--- src/linear_probe_hash_map_macros.svh ---
// assertion macros used by the hash map control module
`ifndef LINEAR_PROBE_HASH_MAP_MACROS_SVH
`define LINEAR_PROBE_HASH_MAP_MACROS_SVH

// property checked on every rising clock edge outside reset
`define LPHM_ASSERT(name, prop) \
  name: assert property (@(posedge clk_i) disable iff (!rst_ni) prop) \
    else $error("lphm assertion failed");

// condition that must hold in the cycle after a trigger
`define LPHM_ASSERT_NEXT(name, pre, post) \
  name: assert property (@(posedge clk_i) disable iff (!rst_ni) (pre) |=> (post)) \
    else $error("lphm sequencing assertion failed");

`endif

--- src/lphm_pkg.sv ---
// shared constants, types and helpers of the linear probe hash map
package lphm_pkg;

  localparam int unsigned SLOT_DEPTH = 1024;
  localparam int unsigned SLOT_AW    = $clog2(SLOT_DEPTH);
  localparam int unsigned SIZE_W     = $clog2(SLOT_DEPTH + 1);
  localparam int unsigned CNT_W      = SIZE_W;
  localparam int unsigned KEY_W      = 32;
  localparam int unsigned VAL_W      = 32;
  localparam int unsigned HASH_W     = 32;
  localparam int unsigned MODE_W     = 2;
  localparam int unsigned STATUS_W   = 3;
  localparam int unsigned MOD_BITS   = 4;
  localparam int unsigned MOD_STEPS  = HASH_W / MOD_BITS;
  localparam int unsigned MOD_CW     = $clog2(MOD_STEPS);
  localparam logic [SIZE_W-1:0] RESET_SIZE = SIZE_W'(1021);

  typedef enum logic [MODE_W-1:0] {
    MODE_LOOKUP = 2'd0,
    MODE_INSERT = 2'd1,
    MODE_DELETE = 2'd2,
    MODE_SPARE  = 2'd3
  } mode_e;

  typedef enum logic [STATUS_W-1:0] {
    ST_FOUND     = 3'd0,
    ST_NOT_FOUND = 3'd1,
    ST_INSERTED  = 3'd2,
    ST_PRESENT   = 3'd3,
    ST_FULL      = 3'd4,
    ST_DELETED   = 3'd5
  } status_e;

  typedef enum logic [1:0] {
    WA_PROBE  = 2'd0,
    WA_REFLOW = 2'd1,
    WA_CLEAR  = 2'd2
  } waddr_e;

  typedef struct packed {
    logic              valid;
    logic [HASH_W-1:0] hash;
    logic [KEY_W-1:0]  key;
    logic [VAL_W-1:0]  value;
  } slot_t;

  typedef struct packed {
    logic    take_item;
    logic    mod_key;
    logic    mod_mov;
    logic    load_home;
    logic    load_start;
    logic    p_next;
    logic    r_from_p;
    logic    r_next;
    logic    rd_en;
    logic    rd_reflow;
    logic    wr_en;
    waddr_e  wr_addr;
    logic    wr_valid;
    logic    wr_mov;
    logic    latch_mov;
    logic    cnt_inc;
    logic    cnt_dec;
    logic    res_set;
    status_e res_status;
    logic    res_val;
    logic    ld_rsp;
    logic    clr_next;
  } cmd_t;

  typedef struct packed {
    logic  clr_last;
    logic  mod_done;
    logic  rd_valid;
    logic  rd_match;
    logic  p_wrap;
    logic  r_stop;
    mode_e mode;
    logic  over_limit;
    logic  rsp_free;
  } stat_t;

  // next probe slot with wrap at the table size
  function automatic logic [SLOT_AW-1:0] next_slot(input logic [SLOT_AW-1:0] idx,
                                                   input logic [SIZE_W-1:0] size);
    logic [SIZE_W-1:0] inc;
    inc = SIZE_W'(idx) + SIZE_W'(1);
    return (inc >= size) ? '0 : inc[SLOT_AW-1:0];
  endfunction

endpackage

--- src/lphm_ctrl.sv ---
// control state machine of the hash map
`include "linear_probe_hash_map_macros.svh"
module lphm_ctrl import lphm_pkg::*; (
  input  logic  clk_i,
  input  logic  rst_ni,
  input  logic  in_valid_i,
  output logic  in_ready_o,
  input  stat_t st_i,
  output cmd_t  cmd_o
);

  typedef enum logic [10:0] {
    S_CLEAR = 11'b000_0000_0001,
    S_IDLE  = 11'b000_0000_0010,
    S_MOD   = 11'b000_0000_0100,
    S_PRD   = 11'b000_0000_1000,
    S_PCHK  = 11'b000_0001_0000,
    S_RRD   = 11'b000_0010_0000,
    S_RCHK  = 11'b000_0100_0000,
    S_MMOD  = 11'b000_1000_0000,
    S_MRD   = 11'b001_0000_0000,
    S_MCHK  = 11'b010_0000_0000,
    S_RESP  = 11'b100_0000_0000
  } state_e;

  state_e state_q, state_d;
  logic   hit;

  assign hit = st_i.rd_valid && st_i.rd_match;

  always_comb begin
    cmd_o      = '0;
    in_ready_o = 1'b0;
    state_d    = state_q;
    unique case (state_q)
      S_CLEAR: begin
        cmd_o.wr_en    = 1'b1;
        cmd_o.wr_addr  = WA_CLEAR;
        cmd_o.clr_next = 1'b1;
        if (st_i.clr_last) begin
          state_d = S_IDLE;
        end
      end
      S_IDLE: begin
        in_ready_o = 1'b1;
        if (in_valid_i) begin
          cmd_o.take_item = 1'b1;
          cmd_o.mod_key   = 1'b1;
          state_d         = S_MOD;
        end
      end
      S_MOD: begin
        if (st_i.mod_done) begin
          cmd_o.load_home = 1'b1;
          state_d         = S_PRD;
        end
      end
      S_PRD: begin
        cmd_o.rd_en = 1'b1;
        state_d     = S_PCHK;
      end
      S_PCHK: begin
        if (!hit && st_i.rd_valid && !st_i.p_wrap) begin
          cmd_o.p_next = 1'b1;
          state_d      = S_PRD;
        end else begin
          cmd_o.res_set = 1'b1;
          state_d       = S_RESP;
          case (st_i.mode)
            MODE_INSERT: begin
              if (hit) begin
                cmd_o.res_status = ST_PRESENT;
                cmd_o.res_val    = 1'b1;
              end else if (st_i.over_limit || st_i.rd_valid) begin
                cmd_o.res_status = ST_FULL;
              end else begin
                cmd_o.wr_en      = 1'b1;
                cmd_o.wr_addr    = WA_PROBE;
                cmd_o.wr_valid   = 1'b1;
                cmd_o.cnt_inc    = 1'b1;
                cmd_o.res_status = ST_INSERTED;
              end
            end
            MODE_DELETE: begin
              if (hit) begin
                cmd_o.res_status = ST_DELETED;
                cmd_o.res_val    = 1'b1;
                cmd_o.wr_en      = 1'b1;
                cmd_o.wr_addr    = WA_PROBE;
                cmd_o.cnt_dec    = 1'b1;
                cmd_o.r_from_p   = 1'b1;
                state_d          = S_RRD;
              end else begin
                cmd_o.res_status = ST_NOT_FOUND;
              end
            end
            default: begin
              cmd_o.res_status = hit ? ST_FOUND : ST_NOT_FOUND;
              cmd_o.res_val    = hit;
            end
          endcase
        end
      end
      S_RRD: begin
        cmd_o.rd_en     = 1'b1;
        cmd_o.rd_reflow = 1'b1;
        state_d         = S_RCHK;
      end
      S_RCHK: begin
        if (!st_i.rd_valid) begin
          state_d = S_RESP;
        end else begin
          cmd_o.latch_mov = 1'b1;
          cmd_o.mod_mov   = 1'b1;
          cmd_o.wr_en     = 1'b1;
          cmd_o.wr_addr   = WA_REFLOW;
          state_d         = S_MMOD;
        end
      end
      S_MMOD: begin
        if (st_i.mod_done) begin
          cmd_o.load_start = 1'b1;
          state_d          = S_MRD;
        end
      end
      S_MRD: begin
        cmd_o.rd_en = 1'b1;
        state_d     = S_MCHK;
      end
      S_MCHK: begin
        if (st_i.rd_valid && !st_i.p_wrap) begin
          cmd_o.p_next = 1'b1;
          state_d      = S_MRD;
        end else begin
          if (!st_i.rd_valid) begin
            cmd_o.wr_en    = 1'b1;
            cmd_o.wr_addr  = WA_PROBE;
            cmd_o.wr_valid = 1'b1;
            cmd_o.wr_mov   = 1'b1;
          end
          cmd_o.r_next = 1'b1;
          state_d      = st_i.r_stop ? S_RESP : S_RRD;
        end
      end
      S_RESP: begin
        if (st_i.rsp_free) begin
          cmd_o.ld_rsp = 1'b1;
          state_d      = S_IDLE;
        end
      end
      default: begin
        state_d = S_IDLE;
      end
    endcase
  end

  always_ff @(posedge clk_i or negedge rst_ni) begin
    if (!rst_ni) begin
      state_q <= S_CLEAR;
    end else begin
      state_q <= state_d;
    end
  end

  `LPHM_ASSERT_NEXT(a_accept_starts_mod, in_valid_i && in_ready_o, state_q == S_MOD)
  `LPHM_ASSERT(a_mod_done_waited, st_i.mod_done |-> (state_q == S_MOD || state_q == S_MMOD))
  `LPHM_ASSERT(a_rsp_into_free_reg, cmd_o.ld_rsp |-> st_i.rsp_free)
  `LPHM_ASSERT(a_clear_addr_only_sweep, (cmd_o.wr_en && state_q != S_CLEAR) |-> cmd_o.wr_addr != WA_CLEAR)

endmodule

--- config.mk ---
export PLATFORM = sky130hd
export DESIGN_NAME = lphm_ctrl
export DESIGN_NICKNAME = d
export VERILOG_FILES = /design/src/lphm_pkg.sv /design/src/lphm_ctrl.sv
export VERILOG_INCLUDE_DIRS = /design/src /design/src/src
export SDC_FILE = /design/constraint.sdc
export NUM_CORES = 1
export LEC_CHECK = 0
export ABC_CLOCK_PERIOD_IN_PS = 2500
export BUFFER_PORTS_ARGS = -buffer_cell sky130_fd_sc_hd__buf_2
export CAP_MARGIN = 30
export CORE_MARGIN = 3
export CORE_UTILIZATION = 50
export CTS_BUF_LIST = sky130_fd_sc_hd__clkbuf_8
export CTS_CLUSTER_DIAMETER = 40
export DETAILED_ROUTE_END_ITERATION = 8
export PLACE_DENSITY_LB_ADDON = 0.2
export SETUP_SLACK_MARGIN = 0.3
export SLEW_MARGIN = 20
export SYNTH_ARGS = -nofsm -noshare
export SYNTH_HDL_FRONTEND = slang
export SYNTH_SLANG_ARGS = --single-unit
--- constraint.sdc ---
create_clock -name clk_i -period 2.5 [get_ports clk_i]
set_input_delay 0.125 -clock clk_i [delete_from_list [all_inputs] [get_ports clk_i]]
set_output_delay 0.125 -clock clk_i [all_outputs]
set_load 0.005 [all_outputs]
==> results of run 1 <==
layout by cell type (no fill, tap or decap), drive strengths merged, types with 3 or more instances in the layout:
cell and n:
a21oi 4, and2 4, and3 6, buf 43, clkbuf 3, dfrtp 10
inv 5, nand2 6, nand3 3, nand4 3, nor2 21, nor3 5
nor4 8, nor4b 5, o21ai 4, or3 4
critical path, cell delays in order, from the launching register on:
cell and delay (ns):
dfstp_2 0.61, nor4_4 0.08, buf_4 0.15, buf_4 0.13, and3_1 0.17, or4b_4 0.54, nor4_4 0.23, a22o_1 0.18
worst paths after layout:
| path | startpoint | slack (ns) | end | cells past startpoint |
|---|---|---|---|---|
| max reg2reg | state_q[0] | 0.35 | state_q[1] | 7 |
| max in group asynchronous | rst_ni | 1.95 | state_q[0] | 2 |
| min reg2reg | state_q[7] | 0.65 | state_q[7] | 1 |
| min | st_i[9] | 0.02 | state_q[0] | 2 |
| min in group asynchronous | rst_ni | 0.29 | state_q[5] | 2 |
| max | state_q[0] | 0.35 | state_q[1] | 7 |
routing by layer:
layer	global-route usage	wire length, um	vias up
met5	0	0	-
met3	0.0178	129	6
met2	0.343	1280	38
met1	0.275	1120	489
li1	-	-	511
met4	0.0807	52	0
per-stage QoR:
step,std cells,power (mW)
6_report,183,0.824
5_1_grt,183,0.875
4_1_cts,181,0.796
3_5_place_dp,174,0.583
3_3_place_gp,174,0.575
2_1_floorplan,119,0.512
power groups by stage:
stage | registers (mW) | logic, mW | clock network [mW]
6_report | 0.259 | 0.386 | 0.179
5_1_grt | 0.265 | 0.423 | 0.187
4_1_cts | 0.259 | 0.355 | 0.182
3_5_place_dp | 0.259 | 0.324 | 0
3_3_place_gp | 0.256 | 0.319 | 0
2_1_floorplan | 0.222 | 0.290 | 0
logic make-up after synthesis:
group                    Yosys count  share of synthesized area
AND/OR/NAND/NOR                   74                      0.489
AO/OA/AOI/OAI                     18                      0.121
flip-flops                        11                      0.282
buffers and inverters             13                     0.0739
adder cells (fa/ha/maj)            2                     0.0255
XOR/XNOR                           1                    0.00892
Yosys cell counts (3+ instances only):
cell type and n:
a21oi_1 4, and2_1 4, and3_2 3, buf_4 6, dfrtp_1 10, inv_1 4
nand2_1 5, nand3_1 3, nand4_1 3, nor2_1 21, nor3_1 4, nor4_1 4
nor4_4 3, nor4b_1 5, o21ai_0 4, or3_1 3
final cells by class:
| class | instances | area, um2 |
|---|---|---|
| Clock buffer | 3 | 41.3 |
| Clock inverter | 1 | 3.75 |
| Fill cell | 143 | 504 |
| Inverter | 4 | 15.0 |
| Multi-Input combinational cell | 95 | 671 |
| Sequential cell | 11 | 279 |
| Tap cell | 25 | 31.3 |
| Timing Repair Buffer | 44 | 238 |
repair_timing:
item | 4_1_cts | 5_1_grt
resized for setup | 2 | 6
hold buffers | 1 | 0
buffers inserted | 2 | 2
pin swaps | 1 | 4
endpoints found under the hold margin | 10 | 0
setup endpoints to repair | 4 | 9
==> impl_metrics.toml, run 1 <==
[global_routing]
grt_pass1_wl_um = 4080
grt_pass1_vias = 896
grt_use_total = 0.206
antenna_found_initial = 0
grt_max_degree = 15
grt.overflow.total = 0

[placement]
place_ws_ns = 0.436
io_buffers = 38
placed_cell_area_mm2 = 0.00115
gp_congestion = 0.865
hpwlAfterDp_um = 1950

[clock_tree]
clk_pin_slew_worst_paths_ns = 0.05
clock-sinks = 11
cts_buffers = 3
root_buffer = "clkbuf_8"
clock_latency_ns = 0.24
cts_buffer_depth = 2
htreeDepth = 1
cts_tree = "built"

[route]
drc = 0
drtAntennaViolNets = 0
vias = 1044
dr.pass1.iters = 4
finalWirelength_um = 2580
vias_per_cell = 5.70
first_iter_violations = 18
wire_per_inst_um = 14.1

[logic_synthesis]
synth-seq-cells = 11
syn_avg_cell_area_um2 = 8.25
synth.top_cell.area_share = 0.255
yosysWarnings = 0
synthTopCellsByArea = "dfrtp_1 25%, nor2_1 8.0%, nor4_4 6.5%"
synth_area_um2 = 982
synthCells = 119
yosysSeqAreaShare = 0.282
syn-num-nets = 134
synth-edff-count = 0
synthArstFlopShare = 1.00
yosysTopAreaCell = "dfrtp_1"
ys_types = 43
synthFlopType = "dfrtp_1"

[power_and_ir_drop]
ir_drop_uv = 450
p_switching_mw = 0.313
intPower_mw = 0.511
power_frac_comb = 0.469
leakagePower_nw = 0.668
clkPwrFrac = 0.217
p_per_area_mw_per_mm2 = 645
p_sw_frac = 0.380
pwr-share-seq = 0.314

[sta]
tns_ns = 0
maxSlewViolCount = 0
finalSetupViolations = 0
setup_ws_ns = 0.348
skew_ns = 0.000442
fmax_mhz = 465
rsz0062_at_grt = "yes"
hold_viol = 0
finalCriticalPeriod_ns = 2.15
maxSlewHeadroom = 0.732
hold_slack_ns = 0.0193
post-route-period-util = 0.861
tightest_slew_ns = 0.398

[die]
ios = 39
start_util = 0.551
dieArea_mm2 = 0.00253
die_x_um = 50.3
die_h_um = 50.3
core_mm2 = 0.00178
rows = 15

[cells_and_area]
final_util = 0.717
fin_area_mm2 = 0.00128
area_growth_pct = 30.2
diodes = 0
reg_top3 = "state_q: 11 flops"
drive_above_1_share = 0.424
finalNetCount = 174
regMostFlops = "state_q"
largest_reg_flops = 11

[run]
maxCapViolations = 0

[worst_setup_path]
critical_path.max_fanout = 6
startpoint_type = "flop"
cp-end-kind = "flop"
worstPathArrival_ns = 2.33
criticalPathCategory = "reg2reg"
cp.required_ns = 2.68

[run_status]
status = "complete, no violations"

[hold_path]
min_path_type = "in2reg"
Note: power is estimated with default switching activity, not from simulation.
==> run 2, diff against run 1 <==
--- a/config.mk
+++ b/config.mk
@@ -7,13 +7,14 @@
 export NUM_CORES = 1
 export LEC_CHECK = 0
 export ABC_CLOCK_PERIOD_IN_PS = 2500
-export BUFFER_PORTS_ARGS = -buffer_cell sky130_fd_sc_hd__buf_2
 export CAP_MARGIN = 30
 export CORE_MARGIN = 3
-export CORE_UTILIZATION = 50
+export CORE_UTILIZATION = 60
 export CTS_BUF_LIST = sky130_fd_sc_hd__clkbuf_8
 export CTS_CLUSTER_DIAMETER = 40
 export DETAILED_ROUTE_END_ITERATION = 8
+export DONT_BUFFER_PORTS = 1
+export HOLD_SLACK_MARGIN = 0.06
 export PLACE_DENSITY_LB_ADDON = 0.2
 export SETUP_SLACK_MARGIN = 0.3
 export SLEW_MARGIN = 20
==> run 2 against run 1 <==
  * Worst setup slack got worse by 0.031 ns
  * Maximum frequency shrank 1.4%
  * Hold slack improved by 0.090 ns
  * Wire length fell by 1.2%
  * Global-route usage increased by 5.4 points
  * Utilization rose by 5.6 points
  * Sequential share of layout area rose by 3.4 points
  * Clock skew is 0.0071 ns higher
  * Clock-buffer cell count stayed put
  * Critical path type is now reg2out
  * Critical endpoint is now cmd_o[16]
  * Highest routed layer unchanged
==> impl_metrics.toml, run 2 (synthesized netlist as in run 1, its figures left out) <==
[sta]
setup_ws_ns = 0.317
tns_ns = 0
hold_viol = 0
rsz0062_at_grt = "yes"
tightest_slew_ns = 0.526
fmax_mhz = 458
maxSlewViolCount = 0
maxSlewHeadroom = 0.648
skew_ns = 0.00751
hold_slack_ns = 0.110
post-route-period-util = 0.873
finalSetupViolations = 0
finalCriticalPeriod_ns = 2.18

[worst_setup_path]
cp.required_ns = 2.38
startpoint_type = "flop"
r2r_setup_slack_ns = 0.40
cp-end-kind = "output port"
crit_start = "state_q[7]"
reg2reg_depth = 6
crit_buf_inv = 0
reg2reg_to = "state_q[1]"
worstPathArrival_ns = 2.06
criticalPathCategory = "reg2out"
critical_path.max_fanout = 6
crit_chain = "nor4_4, nand2_2, nor4_1, or3_2"
worst_path_dominant_cell_family = "simple AND/OR/NAND/NOR gates"
slowest_delay_ns = 0.48
cp_slowest_cell = "nor4_1"
r2r_start = "state_q[3]"

[cells_and_area]
finalNetCount = 140
layout_common_cells = "21 x nor2_1, 10 x dfrtp_1, 6 x buf_4"
area_growth_pct = 11.5
mostFrequentLayoutCell = "nor2_1"
largest_reg_flops = 11
diodes = 0
reg_top3 = "state_q: 11 flops"
regMostFlops = "state_q"
fillers = 111
drive_above_1_share = 0.202
fin_area_mm2 = 0.00109

[hold_path]
worstHoldEndpoint = "state_q[3]"
hold_start = "st_i[6]"
min_path_type = "in2reg"
holdPathStages = 3

[route]
dr_wl_met2_um = 1220
wl_met3_um = 241
first_iter_violations = 22
drtAntennaViolNets = 0
drt-met1-wl_um = 996
vias = 927
top_layer = "met4"
dr.pass1.iters = 4
drc = 0
finalWirelength_um = 2540
vias_per_cell = 6.67
wire_per_inst_um = 18.3

[placement]
io_buffers = 0
placed_cell_area_um2 = 951
hpwlAfterDp_um = 1870
gp_congestion = 0.793
place_ws_ns = 0.437

[clock_tree]
clock_latency_ns = 0.24
clk_pin_slew_worst_paths_ns = 0.06
cts_tree = "built"
root_buffer = "clkbuf_8"
htreeDepth = 1
cts_buffer_depth = 2
cts_buffers = 3
clock-sinks = 11

[die]
die_h_um = 46.5
core_mm2 = 0.00142
ios = 39
rows = 13
dieArea_mm2 = 0.00216
start_util = 0.694
die_x_um = 46.5

[power_and_ir_drop]
p_per_area_mw_per_mm2 = 717
power_mw = 0.785
ir_drop_uv = 630
leakagePower_nw = 0.497

[global_routing]
grt_use_total = 0.261
grt_max_degree = 15
grt_pass1_wl_um = 3930
grt_pass1_vias = 853
grt.overflow.total = 0
antenna_found_initial = 0

[run_status]
status = "complete, no violations"

[run]
maxCapViolations = 0
run 2: layer usage:
metal | vias up | global-route usage
li1 | 439 | -
met1 | 428 | 0.328
met2 | 48 | 0.382
met3 | 12 | 0.105
met4 | 0 | 0.125
met5 | - | 0
run 2: what timing repair did:
item | CTS | global route
buffers inserted | 0 | 5
pin swaps | 0 | 3
hold buffers | 4 | 0
hold endpoints to repair | 14 | 0
endpoints found under the setup margin | 4 | 12
resized for setup | 2 | 1
run 2: final cells by class:
class / instances / area [um2] / share of cell area
tap: 15 / 18.8 / 0.0171
timing repair buffer: 10 / 85.1 / 0.0777
clock inverter: 1 / 3.75 / 0.00343
inverter: 4 / 15.0 / 0.0137
multi-input combinational: 95 / 654 / 0.598
sequential: 11 / 277 / 0.253
clock buffer: 3 / 41.3 / 0.0377
run 2: per-stage QoR:
step | util | cells
finish | 0.774 | 139
floorplan | - | 119
detailed placement | 0.672 | 126
global placement | 0.672 | 126
global route | 0.774 | 139
CTS | 0.743 | 134
run 2: worst max path at each step:
stage	end	slack, ns	cells after the start
3_5_place_dp	state_q[2]	0.44	5
2_1_floorplan	cmd_o[24]	0.68	5
6_report	cmd_o[16]	0.32	4
5_1_grt	cmd_o[14]	0.23	5
3_3_place_gp	state_q[2]	0.52	5
4_1_cts	cmd_o[14]	0.26	5
run 2: power breakdown:
| part | switching, mW | internal [mW] |
|---|---|---|
| Clock | 0.0719 | 0.108 |
| Sequential | 0.0591 | 0.200 |
| Combinational | 0.167 | 0.178 |
| Total | 0.299 | 0.486 |
run 2: worst register-to-register path, cell delays in order, from the launching register on:
cell     delay (ns)
dfrtp_1        0.57
nor4_4         0.13
buf_4          0.16
and3_4         0.15
or4b_4         0.55
nor4_4         0.31
a22o_1         0.18
